[src/hw/rtl/vmb_pkg.sv]
`timescale 1ns / 1ps
package vmb_pkg;
	typedef enum logic [1:0] {
		OP_WRITE   = 2'd0,
		OP_READ_LO = 2'd1,
		OP_READ_HI = 2'd2,
		OP_STATUS  = 2'd3
	} op_t;

	// Command classes decided by the front end.
	typedef enum logic [3:0] {
		K_NONE,
		K_READ_LO,
		K_READ_HI,
		K_LOAD_LO,
		K_LOAD_HI,
		K_LOAD_CNT,
		K_SHOW,
		K_MUL_SUB,
		K_MUL_FIRST,
		K_MUL_SECOND,
		K_DIV_98,
		K_DIV_AB,
		K_WINDOW,
		K_DIST_ABS,
		K_DIST
	} kind_t;

	typedef struct packed {
		kind_t      kind;
		logic [3:0] reg_idx;
		logic [7:0] data;
	} cmd_t;

	localparam int QDEPTH = 2;
endpackage

[src/hw/rtl/vmb_if.sv]
`timescale 1ns / 1ps
interface vmb_in_if;
	logic       valid;
	logic       ready;
	logic [1:0] operation;
	logic [4:0] offset;
	logic [7:0] data;
	modport source (output valid, operation, offset, data, input ready);
	modport sink (input valid, operation, offset, data, output ready);
endinterface

interface vmb_out_if;
	logic       valid;
	logic       ready;
	logic [7:0] read_data;
	modport source (output valid, read_data, input ready);
	modport sink (input valid, read_data, output ready);
endinterface

[src/hw/rtl/vector_math_box_core.sv]
`timescale 1ns / 1ps
// Loads, reads and status go straight to the reply register; a rotation pair, a distance,
// the window clip and a division run through the back-end states first, and the second or
// first rotation product can run on into the division.
// Throughput: one request at a time in the back end, which also waits for the reply register
// to free up; up to two requests wait in the queue ahead of it.
// Reset: arst_n clears scratch registers, the result word, queue and state.
module vector_math_box_core import vmb_pkg::*; (
	input logic        clk,
	input logic        arst_n,
	vmb_in_if.sink     in_ch,
	vmb_out_if.source  out_ch
);
	// The front end decodes each request into a command and queues it.
	logic q_valid, q_ready;
	cmd_t q_cmd;

	vmb_front u_front (
		.clk(clk), .arst_n(arst_n), .in_ch(in_ch),
		.q_valid(q_valid), .q_ready(q_ready), .q_cmd(q_cmd)
	);

	// The back end runs the command over as many cycles as it needs and
	// holds its one-byte reply in an output register.
	vmb_back u_back (
		.clk(clk), .arst_n(arst_n),
		.q_valid(q_valid), .q_ready(q_ready), .q_cmd(q_cmd),
		.out_ch(out_ch)
	);

	// A held reply keeps its byte until taken.
	a_hold: assert property (@(posedge clk) disable iff (!arst_n)
		out_ch.valid && !out_ch.ready |=> out_ch.valid && $stable(out_ch.read_data))
		else $error("reply changed while stalled");
	// A command is only taken while queued.
	a_pop: assert property (@(posedge clk) disable iff (!arst_n)
		q_ready && !q_valid |=> !$rose(out_ch.valid))
		else $error("reply without command");
endmodule

[src/hw/rtl/vmb_front.sv]
`timescale 1ns / 1ps
module vmb_front import vmb_pkg::*; (
	input  logic         clk,
	input  logic         arst_n,
	vmb_in_if.sink       in_ch,
	output logic         q_valid,
	input  logic         q_ready,
	output cmd_t         q_cmd
);
	cmd_t c;

	always_comb begin
		c.kind = K_NONE;
		c.reg_idx = 4'd0;
		c.data = in_ch.data;
		case (op_t'(in_ch.operation))
			OP_READ_LO: c.kind = K_READ_LO;
			OP_READ_HI: c.kind = K_READ_HI;
			OP_WRITE: begin
				case (in_ch.offset)
					5'h00: begin c.kind = K_LOAD_LO; c.reg_idx = 4'd0; end
					5'h01: begin c.kind = K_LOAD_HI; c.reg_idx = 4'd0; end
					5'h02: begin c.kind = K_LOAD_LO; c.reg_idx = 4'd1; end
					5'h03: begin c.kind = K_LOAD_HI; c.reg_idx = 4'd1; end
					5'h04: begin c.kind = K_LOAD_LO; c.reg_idx = 4'd2; end
					5'h05: begin c.kind = K_LOAD_HI; c.reg_idx = 4'd2; end
					5'h06: begin c.kind = K_LOAD_LO; c.reg_idx = 4'd3; end
					5'h07: begin c.kind = K_LOAD_HI; c.reg_idx = 4'd3; end
					5'h08: begin c.kind = K_LOAD_LO; c.reg_idx = 4'd4; end
					5'h09: begin c.kind = K_LOAD_HI; c.reg_idx = 4'd4; end
					5'h0a: begin c.kind = K_LOAD_LO; c.reg_idx = 4'd5; end
					5'h0b: c.kind = K_MUL_SUB;
					5'h0c: c.kind = K_LOAD_CNT;
					5'h0d: begin c.kind = K_LOAD_LO; c.reg_idx = 4'd10; end
					5'h0e: begin c.kind = K_LOAD_HI; c.reg_idx = 4'd10; end
					5'h0f: begin c.kind = K_LOAD_LO; c.reg_idx = 4'd11; end
					5'h10: begin c.kind = K_LOAD_HI; c.reg_idx = 4'd11; end
					5'h11: c.kind = K_MUL_FIRST;
					5'h12: c.kind = K_MUL_SECOND;
					5'h13: c.kind = K_DIV_98;
					5'h14: c.kind = K_DIV_AB;
					5'h15: begin c.kind = K_LOAD_LO; c.reg_idx = 4'd7; end
					5'h16: begin c.kind = K_LOAD_HI; c.reg_idx = 4'd7; end
					5'h17: begin c.kind = K_SHOW; c.reg_idx = 4'd7; end
					5'h18: begin c.kind = K_SHOW; c.reg_idx = 4'd9; end
					5'h19: begin c.kind = K_SHOW; c.reg_idx = 4'd8; end
					5'h1a: begin c.kind = K_LOAD_LO; c.reg_idx = 4'd8; end
					5'h1b: begin c.kind = K_LOAD_HI; c.reg_idx = 4'd8; end
					5'h1c: c.kind = K_WINDOW;
					5'h1d: c.kind = K_DIST_ABS;
					5'h1e: c.kind = K_DIST;
					default: c.kind = K_NONE;
				endcase
			end
			default: c.kind = K_NONE;
		endcase
	end

	// Small queue toward the execution unit.
	cmd_t       mem_q [QDEPTH];
	logic       wp_q, rp_q;
	logic [1:0] cnt_q;
	logic       push, pop;

	assign in_ch.ready = (cnt_q != 2'(QDEPTH));
	assign push = in_ch.valid && in_ch.ready;
	assign pop = q_valid && q_ready;
	assign q_valid = (cnt_q != 2'd0);
	assign q_cmd = mem_q[rp_q];

	always_ff @(posedge clk or negedge arst_n) begin
		if (!arst_n) begin
			wp_q <= 1'b0;
			rp_q <= 1'b0;
			cnt_q <= 2'd0;
		end else begin
			if (push) wp_q <= ~wp_q;
			if (pop) rp_q <= ~rp_q;
			cnt_q <= cnt_q + 2'(push) - 2'(pop);
		end
	end

	always_ff @(posedge clk) begin
		if (push) mem_q[wp_q] <= c;
	end
endmodule

[src/hw/rtl/vmb_back.sv]
`timescale 1ns / 1ps
module vmb_back import vmb_pkg::*; (
	input  logic         clk,
	input  logic         arst_n,
	input  logic         q_valid,
	output logic         q_ready,
	input  cmd_t         q_cmd,
	vmb_out_if.source    out_ch
);
	typedef enum logic [4:0] {
		S_IDLE, S_F1, S_F2, S_F3, S_F4,
		S_S1, S_S2, S_S3, S_S4, S_S5,
		S_D0, S_DLOOP, S_DEND,
		S_W1, S_W2, S_X0, S_X1, S_X2, S_X3, S_OUT
	} st_t;

	st_t         st_q;
	logic [15:0] r_q [16];
	logic [15:0] res_q;
	logic [15:0] q_q, cnt_q;
	logic [15:0] num_q, den_q;
	logic [31:0] prod_q;
	logic [15:0] lo_q, hi_q;
	logic [7:0]  rd_q;
	logic [7:0]  byte_q;
	logic [7:0]  rbyte;
	logic        ov_q;
	logic [15:0] t14, t15;
	logic [31:0] mul_out;
	logic signed [16:0] ma, mb;
	logic signed [33:0] prod_w;
	logic [15:0] sub, r13n, cntn, qn;

	function automatic logic [15:0] hsum(logic [15:0] a, logic [15:0] b);
		logic [16:0] s;
		s = {a[15], a} + {b[15], b};
		return s[16:1];
	endfunction

	function automatic logic [15:0] ab(logic [15:0] v);
		return v[15] ? 16'(16'd0 - v) : v;
	endfunction

	// One shared multiplier, operands chosen by state. Operands are 17 bits so
	// that negating r1 keeps the magnitude of -32768.
	always_comb begin
		ma = {r_q[0][15], r_q[0]};
		mb = {r_q[4][15], r_q[4]};
		case (st_q)
			S_F1: begin ma = {r_q[0][15], r_q[0]}; mb = {r_q[4][15], r_q[4]}; end
			S_F2: begin
				ma = 17'(17'sd0 - $signed({r_q[1][15], r_q[1]}));
				mb = {r_q[5][15], r_q[5]};
			end
			S_S1: begin ma = {r_q[1][15], r_q[1]}; mb = {r_q[4][15], r_q[4]}; end
			S_S2: begin ma = {r_q[0][15], r_q[0]}; mb = {r_q[5][15], r_q[5]}; end
			default: ;
		endcase
		prod_w = ma * mb;
	end
	assign mul_out = prod_w[31:0];

	// Byte that a read returns; writes and status reads return zero.
	always_comb begin
		case (q_cmd.kind)
			K_READ_LO: rbyte = res_q[7:0];
			K_READ_HI: rbyte = res_q[15:8];
			default:   rbyte = 8'd0;
		endcase
	end

	assign t14 = hsum(r_q[4], r_q[7]);
	assign t15 = hsum(r_q[5], r_q[8]);
	assign sub = 16'(r_q[13] - r_q[12]);
	assign r13n = sub[15] ? {r_q[13][14:0], q_q[15]} : {sub[14:0], q_q[15]};
	assign qn = {q_q[14:0], ~sub[15]};
	assign cntn = 16'(cnt_q - 16'd1);

	assign q_ready = (st_q == S_IDLE);
	assign out_ch.valid = ov_q;
	assign out_ch.read_data = rd_q;

	always_ff @(posedge clk or negedge arst_n) begin
		if (!arst_n) begin
			st_q <= S_IDLE;
			ov_q <= 1'b0;
			res_q <= 16'd0;
			rd_q <= 8'd0;
			byte_q <= 8'd0;
			for (int i = 0; i < 16; i++) r_q[i] <= 16'd0;
			q_q <= 16'd0; cnt_q <= 16'd0; num_q <= 16'd0; den_q <= 16'd0;
			prod_q <= 32'd0; lo_q <= 16'd0; hi_q <= 16'd0;
		end else begin
			if (out_ch.valid && out_ch.ready && st_q != S_OUT) ov_q <= 1'b0;
			case (st_q)
				S_IDLE: if (q_valid) begin
					byte_q <= rbyte;
					st_q <= S_OUT;
					case (q_cmd.kind)
						K_LOAD_LO: begin
							r_q[q_cmd.reg_idx] <= {r_q[q_cmd.reg_idx][15:8], q_cmd.data};
							res_q <= {r_q[q_cmd.reg_idx][15:8], q_cmd.data};
						end
						K_LOAD_HI: begin
							r_q[q_cmd.reg_idx] <= {q_cmd.data, r_q[q_cmd.reg_idx][7:0]};
							res_q <= {q_cmd.data, r_q[q_cmd.reg_idx][7:0]};
						end
						K_LOAD_CNT: begin
							r_q[6] <= {8'd0, q_cmd.data};
							res_q <= {8'd0, q_cmd.data};
						end
						K_SHOW: res_q <= r_q[q_cmd.reg_idx];
						K_MUL_SUB: begin
							r_q[15] <= 16'hffff;
							r_q[4] <= 16'(r_q[4] - r_q[2]);
							r_q[5] <= 16'({q_cmd.data, r_q[5][7:0]} - r_q[3]);
							st_q <= S_F1;
						end
						K_MUL_FIRST: begin
							r_q[15] <= 16'd0;
							r_q[5] <= {q_cmd.data, r_q[5][7:0]};
							st_q <= S_F1;
						end
						K_MUL_SECOND: st_q <= S_S1;
						K_DIV_98: begin num_q <= r_q[9]; den_q <= r_q[8]; st_q <= S_D0; end
						K_DIV_AB: begin num_q <= r_q[10]; den_q <= r_q[11]; st_q <= S_D0; end
						K_WINDOW: begin
							r_q[5] <= {q_cmd.data, r_q[5][7:0]};
							st_q <= S_W1;
						end
						K_DIST_ABS: begin
							r_q[2] <= ab(16'(r_q[2] - r_q[0]));
							r_q[3] <= ab(16'({q_cmd.data, r_q[3][7:0]} - r_q[1]));
							st_q <= S_X0;
						end
						K_DIST: st_q <= S_X0;
						default: ;
					endcase
				end
				S_F1: begin prod_q <= mul_out; st_q <= S_F2; end
				S_F2: begin
					r_q[12] <= prod_q[31:16];
					r_q[14] <= {1'b0, prod_q[15:1]};
					lo_q <= mul_out[15:0];
					hi_q <= mul_out[31:16];
					st_q <= S_F3;
				end
				S_F3: begin
					r_q[12] <= {1'b0, lo_q[15:1]};
					r_q[7] <= 16'(hi_q + r_q[12] +
						16'(({1'b0, lo_q[15:1]} + r_q[14]) >> 15));
					st_q <= S_F4;
				end
				S_F4: begin
					res_q <= r_q[7];
					if (r_q[15][15]) st_q <= S_OUT;
					else begin
						r_q[7] <= 16'(r_q[7] + r_q[2]);
						st_q <= S_S1;
					end
				end
				S_S1: begin prod_q <= mul_out; st_q <= S_S2; end
				S_S2: begin
					r_q[12] <= prod_q[31:16];
					r_q[9] <= {1'b0, prod_q[15:1]};
					lo_q <= mul_out[15:0];
					hi_q <= mul_out[31:16];
					st_q <= S_S3;
				end
				S_S3: begin
					r_q[12] <= {1'b0, lo_q[15:1]};
					hi_q <= 16'(hi_q + r_q[12]);
					r_q[9] <= 16'(r_q[9] + {1'b0, lo_q[15:1]});
					st_q <= S_S4;
				end
				S_S4: begin
					r_q[8] <= 16'(hi_q + 16'(r_q[9][15]));
					r_q[9] <= {r_q[9][14:0], 1'b0};
					res_q <= 16'(hi_q + 16'(r_q[9][15]));
					st_q <= S_S5;
				end
				S_S5: begin
					if (r_q[15][15]) st_q <= S_OUT;
					else begin
						r_q[8] <= 16'(r_q[8] + r_q[3]);
						r_q[9] <= {r_q[9][15:8], 8'd0};
						num_q <= {r_q[9][15:8], 8'd0};
						den_q <= 16'(r_q[8] + r_q[3]);
						st_q <= S_D0;
					end
				end
				// Division setup; den_q is the dividend high word, num_q the low.
				S_D0: begin
					r_q[14] <= r_q[7] ^ den_q;
					if (!den_q[15]) begin
						r_q[13] <= den_q;
						q_q <= num_q;
					end else begin
						r_q[13] <= ($signed(~num_q) < -16'sd1) ? 16'(~den_q + 16'd1) : ~den_q;
						q_q <= 16'(~num_q + 16'd1);
					end
					r_q[12] <= ab(r_q[7]);
					cnt_q <= r_q[6];
					st_q <= S_DLOOP;
				end
				S_DLOOP: begin
					r_q[13] <= r13n;
					q_q <= qn;
					cnt_q <= cntn;
					if (cntn[15]) st_q <= S_DEND;
				end
				S_DEND: begin
					r_q[15] <= cnt_q;
					res_q <= r_q[14][15] ? 16'(16'd0 - q_q) : q_q;
					st_q <= S_OUT;
				end
				S_W1: begin
					r_q[14] <= t14;
					r_q[15] <= t15;
					if ($signed(r_q[11]) < $signed(t14) && $signed(t15) < $signed(t14) &&
						($signed({t14[15], t14}) + $signed({t15[15], t15})) >= 0) begin
						r_q[7] <= t14;
						r_q[8] <= t15;
					end else begin
						r_q[4] <= t14;
						r_q[5] <= t15;
					end
					r_q[6] <= 16'(r_q[6] - 16'd1);
					// The loop ends once the decremented count turns negative.
					if (r_q[6] == 16'd0 || (r_q[6][15] && r_q[6] != 16'h8000)) st_q <= S_W2;
				end
				S_W2: begin res_q <= r_q[8]; st_q <= S_OUT; end
				S_X0: begin
					if ($signed(r_q[3]) >= $signed(r_q[2])) begin
						lo_q <= r_q[2]; hi_q <= r_q[3];
					end else begin
						lo_q <= r_q[3]; hi_q <= r_q[2];
					end
					st_q <= S_X1;
				end
				S_X1: begin
					hi_q <= 16'(hi_q + {{2{lo_q[15]}}, lo_q[15:2]});
					lo_q <= {{2{lo_q[15]}}, lo_q[15:2]};
					st_q <= S_X2;
				end
				S_X2: begin
					hi_q <= 16'(hi_q + {lo_q[15], lo_q[15:1]});
					lo_q <= {lo_q[15], lo_q[15:1]};
					st_q <= S_X3;
				end
				S_X3: begin
					r_q[12] <= lo_q;
					r_q[13] <= hi_q;
					res_q <= hi_q;
					st_q <= S_OUT;
				end
				S_OUT: if (!ov_q || out_ch.ready) begin
					ov_q <= 1'b1;
					rd_q <= byte_q;
					st_q <= S_IDLE;
				end
				default: st_q <= S_IDLE;
			endcase
		end
	end
endmodule

[src/flat_wrapper.sv]
// flat-port wrapper written by rule: the top's interface ports become plain ports
module vector_math_box_core_flat import vmb_pkg::*;
  (clk, arst_n, in_ch_valid, in_ch_operation, in_ch_offset, in_ch_data, in_ch_ready, out_ch_valid, out_ch_read_data, out_ch_ready);
  vmb_in_if in_ch_i ();
  vmb_out_if out_ch_i ();
  input logic clk;
  input logic arst_n;
  input wire logic [$bits(in_ch_i.valid)-1:0] in_ch_valid;
  input wire logic [$bits(in_ch_i.operation)-1:0] in_ch_operation;
  input wire logic [$bits(in_ch_i.offset)-1:0] in_ch_offset;
  input wire logic [$bits(in_ch_i.data)-1:0] in_ch_data;
  output wire logic [$bits(in_ch_i.ready)-1:0] in_ch_ready;
  output wire logic [$bits(out_ch_i.valid)-1:0] out_ch_valid;
  output wire logic [$bits(out_ch_i.read_data)-1:0] out_ch_read_data;
  input wire logic [$bits(out_ch_i.ready)-1:0] out_ch_ready;
  assign in_ch_i.valid = in_ch_valid;
  assign in_ch_i.operation = in_ch_operation;
  assign in_ch_i.offset = in_ch_offset;
  assign in_ch_i.data = in_ch_data;
  assign in_ch_ready = in_ch_i.ready;
  assign out_ch_valid = out_ch_i.valid;
  assign out_ch_read_data = out_ch_i.read_data;
  assign out_ch_i.ready = out_ch_ready;
  vector_math_box_core u_core (.clk(clk), .arst_n(arst_n), .in_ch(in_ch_i), .out_ch(out_ch_i));
endmodule
[config.mk]
export PLATFORM = sky130hd
export DESIGN_NAME = vector_math_box_core_flat
export DESIGN_NICKNAME = d
export VERILOG_FILES = /design/src/hw/rtl/vmb_pkg.sv /design/src/hw/rtl/vmb_if.sv /design/src/hw/rtl/vector_math_box_core.sv /design/src/hw/rtl/vmb_front.sv /design/src/hw/rtl/vmb_back.sv /design/src/flat_wrapper.sv
export SDC_FILE = /design/constraint.sdc
export NUM_CORES = 2
export LEC_CHECK = 0
export BUFFER_PORTS_ARGS = -buffer_cell sky130_fd_sc_hd__buf_2
export CAP_MARGIN = 20
export CORE_MARGIN = 2
export CORE_UTILIZATION = 34
export CTS_CLUSTER_DIAMETER = 80
export DETAILED_ROUTE_END_ITERATION = 12
export PLACE_DENSITY_LB_ADDON = 0.08
export SLEW_MARGIN = 20
export SYNTH_ARGS = -nofsm -noshare
export SYNTH_HDL_FRONTEND = slang
export SYNTH_SLANG_ARGS = --single-unit
[constraint.sdc]
create_clock -name clk -period 18.5 [get_ports clk]
set_input_delay 1.85 -clock clk [delete_from_list [all_inputs] [get_ports clk]]
set_output_delay 1.85 -clock clk [all_outputs]
set_load 0.03 [all_outputs]
-- Word level (Yosys, flattened, before mapping)
Memories as Yosys holds them, arrays and structs flattened.
Index checks and enable logic that the tools add are counted.
- multiply operators: 1
- $lt $le $gt $ge: 7
- muxes and demuxes: 72
- equal/unequal tests: 84
- bitwise logic cells: 10
- reduce and logical (&&, ||, !) cells: 72
- add/subtract/negate cells: 28
- operator list (kind ; number):
    256-bit bitwise mux ; 2
    16-bit case mux with 4 select lines ; 8
    16-bit 2-to-1 mux ; 19
    128-bit case mux with 2 select lines ; 1
    16-bit case mux with 5 select lines ; 3
    192-bit 2-to-1 mux ; 1
    16-bit case mux with 2 select lines ; 6
    16-bit case mux with 3 select lines ; 3
    32-bit 2-to-1 mux ; 3
    16-bit case mux with 6 select lines ; 1
    32-bit case mux with 3 select lines ; 1
    48-bit case mux with 2 select lines ; 1
    5-bit == test, second input constant ; 19
    5-bit case mux with 18 select lines ; 1
    16-bit adder ; 5
    5-bit by 4-bit == test with 1-bit output, second input constant ; 16
    16-bit subtractor ; 5
    16-bit binary-select mux with 4-bit select ; 1
    16-bit demux with 4-bit select ; 1
    32-bit case mux with 2 select lines ; 1
    1-bit by 16-bit subtractor with 16-bit output, first input constant ; 4
    16-bit by 16-bit adder with 17-bit output ; 3
    4-bit case mux with 12 select lines ; 1
    5-bit by 3-bit == test with 1-bit output, second input constant ; 8
    60 further kinds ; 160
- output and inout bits: 10
- memories: 1
- bits of input ports: 19
- RAM bits: 32
- bits in registers: 426
- memories (name ; depth ; width ; rd ports ; clocked after Yosys merged registers in ; write ports ; RTL line ; source):
    u_core.u_front.mem_q ; 2 ; 16 ; 1 ; 0 ; 1 ; vmb_front.sv:60 ; cmd_t mem_q [QDEPTH];

-- Depth between registers and ports, before layout
An unclocked memory read counts as a cell.
- depth in word-level cells: 10
- gate-level depth with buffers: 32
- depth with buffers taken out: 31

-- Hierarchy
From an unflattened synthesis, not the netlist that was laid out.
- cells, all modules: 5895
- area total of the unflattened synthesis: 50413.4 sq um
- modules (own cells, without submodules) (module ; cells an instance ; area each (sq um) ; seq. area each (sq um) ; instances):
    vmb_back ; 5765 ; 48662.9 ; 10535.1 ; 1
    vmb_front ; 130 ; 1750.4 ; 1061.0 ; 1

-- Least setup slack after synthesis
OpenSTA, ideal clock, no wires.
- path kind: flip-flop to flip-flop
- start: register u_core.u_back.st_q[4]
- end: register u_core.u_back.hi_q[14]
- cell stages (with the launch flop): 30
- library setup time: 0.099 ns
- clock period less this slack: 7.576 ns
- setup slack: 10.924 ns
- data arrival time: 7.477 ns
- cells stage by stage: dfrtp_1 buf_2 or3b_1 buf_2 nor2_1 buf_2 buf_1 buf_1 nand2_1 nand2_1 nand2_1 fa_1 inv_1 fa_1 fa_1 fa_1 fa_1 inv_1 fa_1 inv_1 ha_1 clkbuf_1 nand4_1 or3b_2 o21a_1 nand3_1 nand2_1 o21ai_0 xnor2_1 a311oi_1
- longest elaborated chain between the ends: 5
- elaborated cells between the ends (all ways): 13
- RTL lines (element ; RTL line ; source):
    start: declaration ; vmb_back.sv:17 ; st_t st_q;
    start signal: assignment ; vmb_back.sv:85 ; st_q <= S_IDLE;
    start signal: assignment ; vmb_back.sv:98 ; st_q <= S_OUT;
    start signal: assignment ; vmb_back.sv:117 ; st_q <= S_F1;
    5-bit by 3-bit == test with 1-bit output / 5-bit by 2-bit == test with 1-bit output (equally long branches) ; vmb_back.sv:49, vmb_back.sv:95 ;
    2-bit OR reduction (no source line) ; -- ;
    17-bit 2-to-1 mux ; vmb_back.sv:49 ; case (st_q)
    17-bit by 17-bit multiplier with 32-bit output ; vmb_back.sv:59 ; prod_w = ma * mb;
    16-bit case mux with 5 select lines ; vmb_back.sv:95 ; case (st_q)
    end signal: assignment ; vmb_back.sv:145 ; hi_q <= mul_out[31:16];
    end signal: assignment ; vmb_back.sv:167 ; hi_q <= mul_out[31:16];
    end signal: assignment ; vmb_back.sv:172 ; hi_q <= 16'(hi_q + r_q[12]);
    end: declaration ; vmb_back.sv:23 ; logic [15:0] lo_q, hi_q;
Several ways; a longest one is shown, not always the timed one.
A chain may end at the register's enable or synchronous reset.

-- Final worst setup path
- start: register u_core.u_back.st_q[1]
- end: register u_core.u_back.hi_q[9]
Same word-level chain as after synthesis.

==> impl_metrics.env <==
export IMPL_status="complete, no violations"
export IMPL_worstSetupPathType="register to register"
export IMPL_synthXorXnorAreaFrac=0.0504
export IMPL_crit_buf_inv=3
export IMPL_cts_tree="built"
export IMPL_synth_edf_count=32
export IMPL_clock_latency_ns=0.71
export IMPL_grt_overflow_total=0
export IMPL_regToRegSetupSlack_ns=9.55
export IMPL_rows=143
export IMPL_clock_skew_ns=0.0346
export IMPL_nNetsFinal=6876
export IMPL_muxShareOfSynthArea=0.0672
export IMPL_reg2regPathDepth=25
export IMPL_worstReg2RegEnd="u_core.u_back.hi_q[9]"
export IMPL_vias=52101
export IMPL_cp_depth=25
export IMPL_dieHeight_um=395
export IMPL_final_layout_size_suffix_gt1_frac=0.0973
export IMPL_synthAdderAreaFrac=0.198
export IMPL_relSlewSlack=0.136
export IMPL_crit_required_ns=19.09
export IMPL_yosysWarnings=0
export IMPL_yosys_area_share_simple=0.169
export IMPL_first_pass_iters=8
export IMPL_viasPerCell=6.28
export IMPL_setup_violations=0
export IMPL_io_pin_count=29
export IMPL_layout_min_cycle_time_ns=8.95
export IMPL_min_path_type="register to register"
export IMPL_grt_max_degree=135
export IMPL_coreArea_sq_um=152000
export IMPL_cts_repair_resized=0
export IMPL_critPathSlowestCell="dfrtp_1"
export IMPL_worstSetupStartpoint="u_core.u_back.st_q[1]"
export IMPL_max_clock_path_buffers=3
export IMPL_power_density_nw_per_um2=222
export IMPL_num_fill_cells=15862
export IMPL_crit_family="adder cells"
export IMPL_preCtsSetupSlack_ns=9.52
export IMPL_finalWirelength_um=285000
export IMPL_syn_nets=6916
export IMPL_max_freq_mhz=112
export IMPL_min_delay_start="u_core.u_back.res_q[4]"
export IMPL_synth_cell_types=112
export IMPL_critPathArrivalTime_ns=9.55
export IMPL_synth_main_ff_cell="dfrtp_1"
export IMPL_areaGrowthSynthToFinish_pct=9.65
export IMPL_root_buffer="clkbuf_16"
export IMPL_dp_hpwl_um=221000
export IMPL_clk_pin_slew_ns=0.06
export IMPL_avgRoutedWirePerCell_um=34.3
export IMPL_htree_levels=2
export IMPL_ys_seq_area_frac=0.223
export IMPL_worstHoldEndpoint="u_core.u_back.res_q[4]"
export IMPL_synthCells=6251
export IMPL_drv_cap=0
export IMPL_ir_worst_vdd_v=0.000213
export IMPL_layout_common_cells="689 x nand2_1, 596 x nor2_1, 524 x inv_1"
export IMPL_setup_ws_ns=9.55
export IMPL_rsz0062_at_grt="false"
export IMPL_hold_depth=2
export IMPL_holdWs_ns=0.483
export IMPL_synth_top_family_by_area="compound AO/OA/AOI/OAI gates"
export IMPL_async_flop_share=0.930
export IMPL_io_buffers=28
export IMPL_slowest_delay_ns=0.77
export IMPL_cp_max_fo=24
export IMPL_ys_ff_latch=457
export IMPL_worst_pin_slew_ns=1.30
export IMPL_grt_pass1_vias=49037
export IMPL_die_w_um=395
export IMPL_cts_buffers=61
export IMPL_postCtsSetupBuffers=0
export IMPL_utilization=0.376
export IMPL_ant_nets=0
export IMPL_synth_area_per_cell_sq_um=8.32
export IMPL_r2r_start="u_core.u_back.st_q[1]"
export IMPL_hold_buffers=0
export IMPL_grt_usage=0.356
export IMPL_p_leak_nw=25.4
export IMPL_critPathLaunchType="register"
export IMPL_min_period_over_period=0.484
export IMPL_crit_path_frequent_cell="fa_1"
export IMPL_slew_violations=0
export IMPL_hold_viol_final=0
export IMPL_synth_compound_area_frac=0.227
export IMPL_layout_commonest_cell="nand2_1"
export IMPL_drc=0
export IMPL_gp_congestion=1.03
export IMPL_finalSetupTns_ns=0
export IMPL_start_util=0.343
export IMPL_grt_antenna_before_repair=30
export IMPL_clock_sinks=457
export IMPL_synth_area_sq_um=52000
export IMPL_drtIter0Drc=6976
export IMPL_die_area_sq_um=156000
export IMPL_grt_pass1_wl_um=395000
export IMPL_end_kind="register"
==> kinds of logic (layout without fill, tap and decap cells) <==
logic type,after synthesis,in the layout
buffers and inverters,847,857
other,0,8
AO/OA/AOI/OAI,1749,1749
XOR/XNOR,298,298
adder cells (fa/ha/maj),647,647
flip-flops,457,457
multiplexers,310,310
AND/OR/NAND/NOR,1943,1943
==> worst min-delay path, cell delays in order, from the launching register on <==
cell and delay [ns]:
dfrtp_1 0.34, nand2_1 0.05, o21ai_0 0.06
==> how the worst max path moves through the flow <==
stage                             end
2_1_floorplan  u_core.u_back.hi_q[14]
3_3_place_gp    u_core.u_back.hi_q[9]
6_report        u_core.u_back.hi_q[9]
3_5_place_dp   u_core.u_back.hi_q[15]
5_1_grt         u_core.u_back.hi_q[6]
4_1_cts        u_core.u_back.hi_q[15]
==> routing by layer <==
layer	wire, um	global-route usage	vias up
li1	-	-	22356
met1	121000	0.495	26114
met2	115000	0.504	2880
met3	29000	0.0822	727
met4	19100	0.195	24
met5	164	0	-
==> flip-flops by register name, summed over array words and instances, names as in the netlist, 2 cells and up <==
signal / count
u_core.u_front.mem_q: 32
u_core.u_back.res_q: 16
u_core.u_back.prod_q: 31
u_core.u_back.r_q: 256
u_core.u_back.q_q: 16
u_core.u_back.num_q: 16
u_core.u_back.den_q: 16
u_core.u_front.cnt_q: 2
u_core.u_back.byte_q: 8
u_core.u_back.cnt_q: 16
u_core.u_back.lo_q: 16
u_core.u_back.out_ch.read_data: 8
u_core.u_back.st_q: 5
u_core.u_back.hi_q: 16
==> metrics by stage <==
stage	instances	total power, mW	instance area [sq um]
after floorplan	6251	7.27	52000
after CTS	8289	12.3	57000
after detailed placement	8176	11.1	55000
after global routing	8293	13.2	57000
final	8299	12.7	57100
after global placement	8175	11.0	54900
==> Yosys cell counts (68+ instances only) <==
cell      instances  area share
xnor2_1         166       0.028
nor2_1          606       0.044
ha_1            352       0.085
mux2i_1         170       0.033
dfrtp_1         425        0.20
nor3_1          128       0.012
nand2_1         692       0.050
a21o_1           68      0.0098
o21ai_0         419       0.040
nand3_1         101      0.0097
a221oi_1         72       0.012
xor2_1          130       0.022
inv_1           524       0.038
clkbuf_1        213       0.015
fa_1            294        0.11
a21oi_1         388       0.037
a211oi_1         91       0.013
mux2_2          118       0.026
==> layout make-up <==
cell class | instances | area [sq um] | area share
diodes | 8 | 20.0 | 0.000351
clock buffers | 84 | 1710 | 0.0300
clock inverters | 29 | 313 | 0.00548
inverters | 529 | 1990 | 0.0348
multi-input cells | 4947 | 37300 | 0.654
flip-flops and latches | 457 | 11600 | 0.203
well taps | 2030 | 2540 | 0.0445
repair buffers | 215 | 1600 | 0.0280
==> where the power goes <==
| part | switching, mW | leakage (nW) | internal [mW] |
|---|---|---|---|
| sequential | 0.865 | 5.94 | 1.37 |
| clock | 0.537 | 0.988 | 0.704 |
| combinational | 6.26 | 18.5 | 2.92 |
| total | 7.67 | 25.4 | 4.99 |
Power figures use the tool's default switching activity.
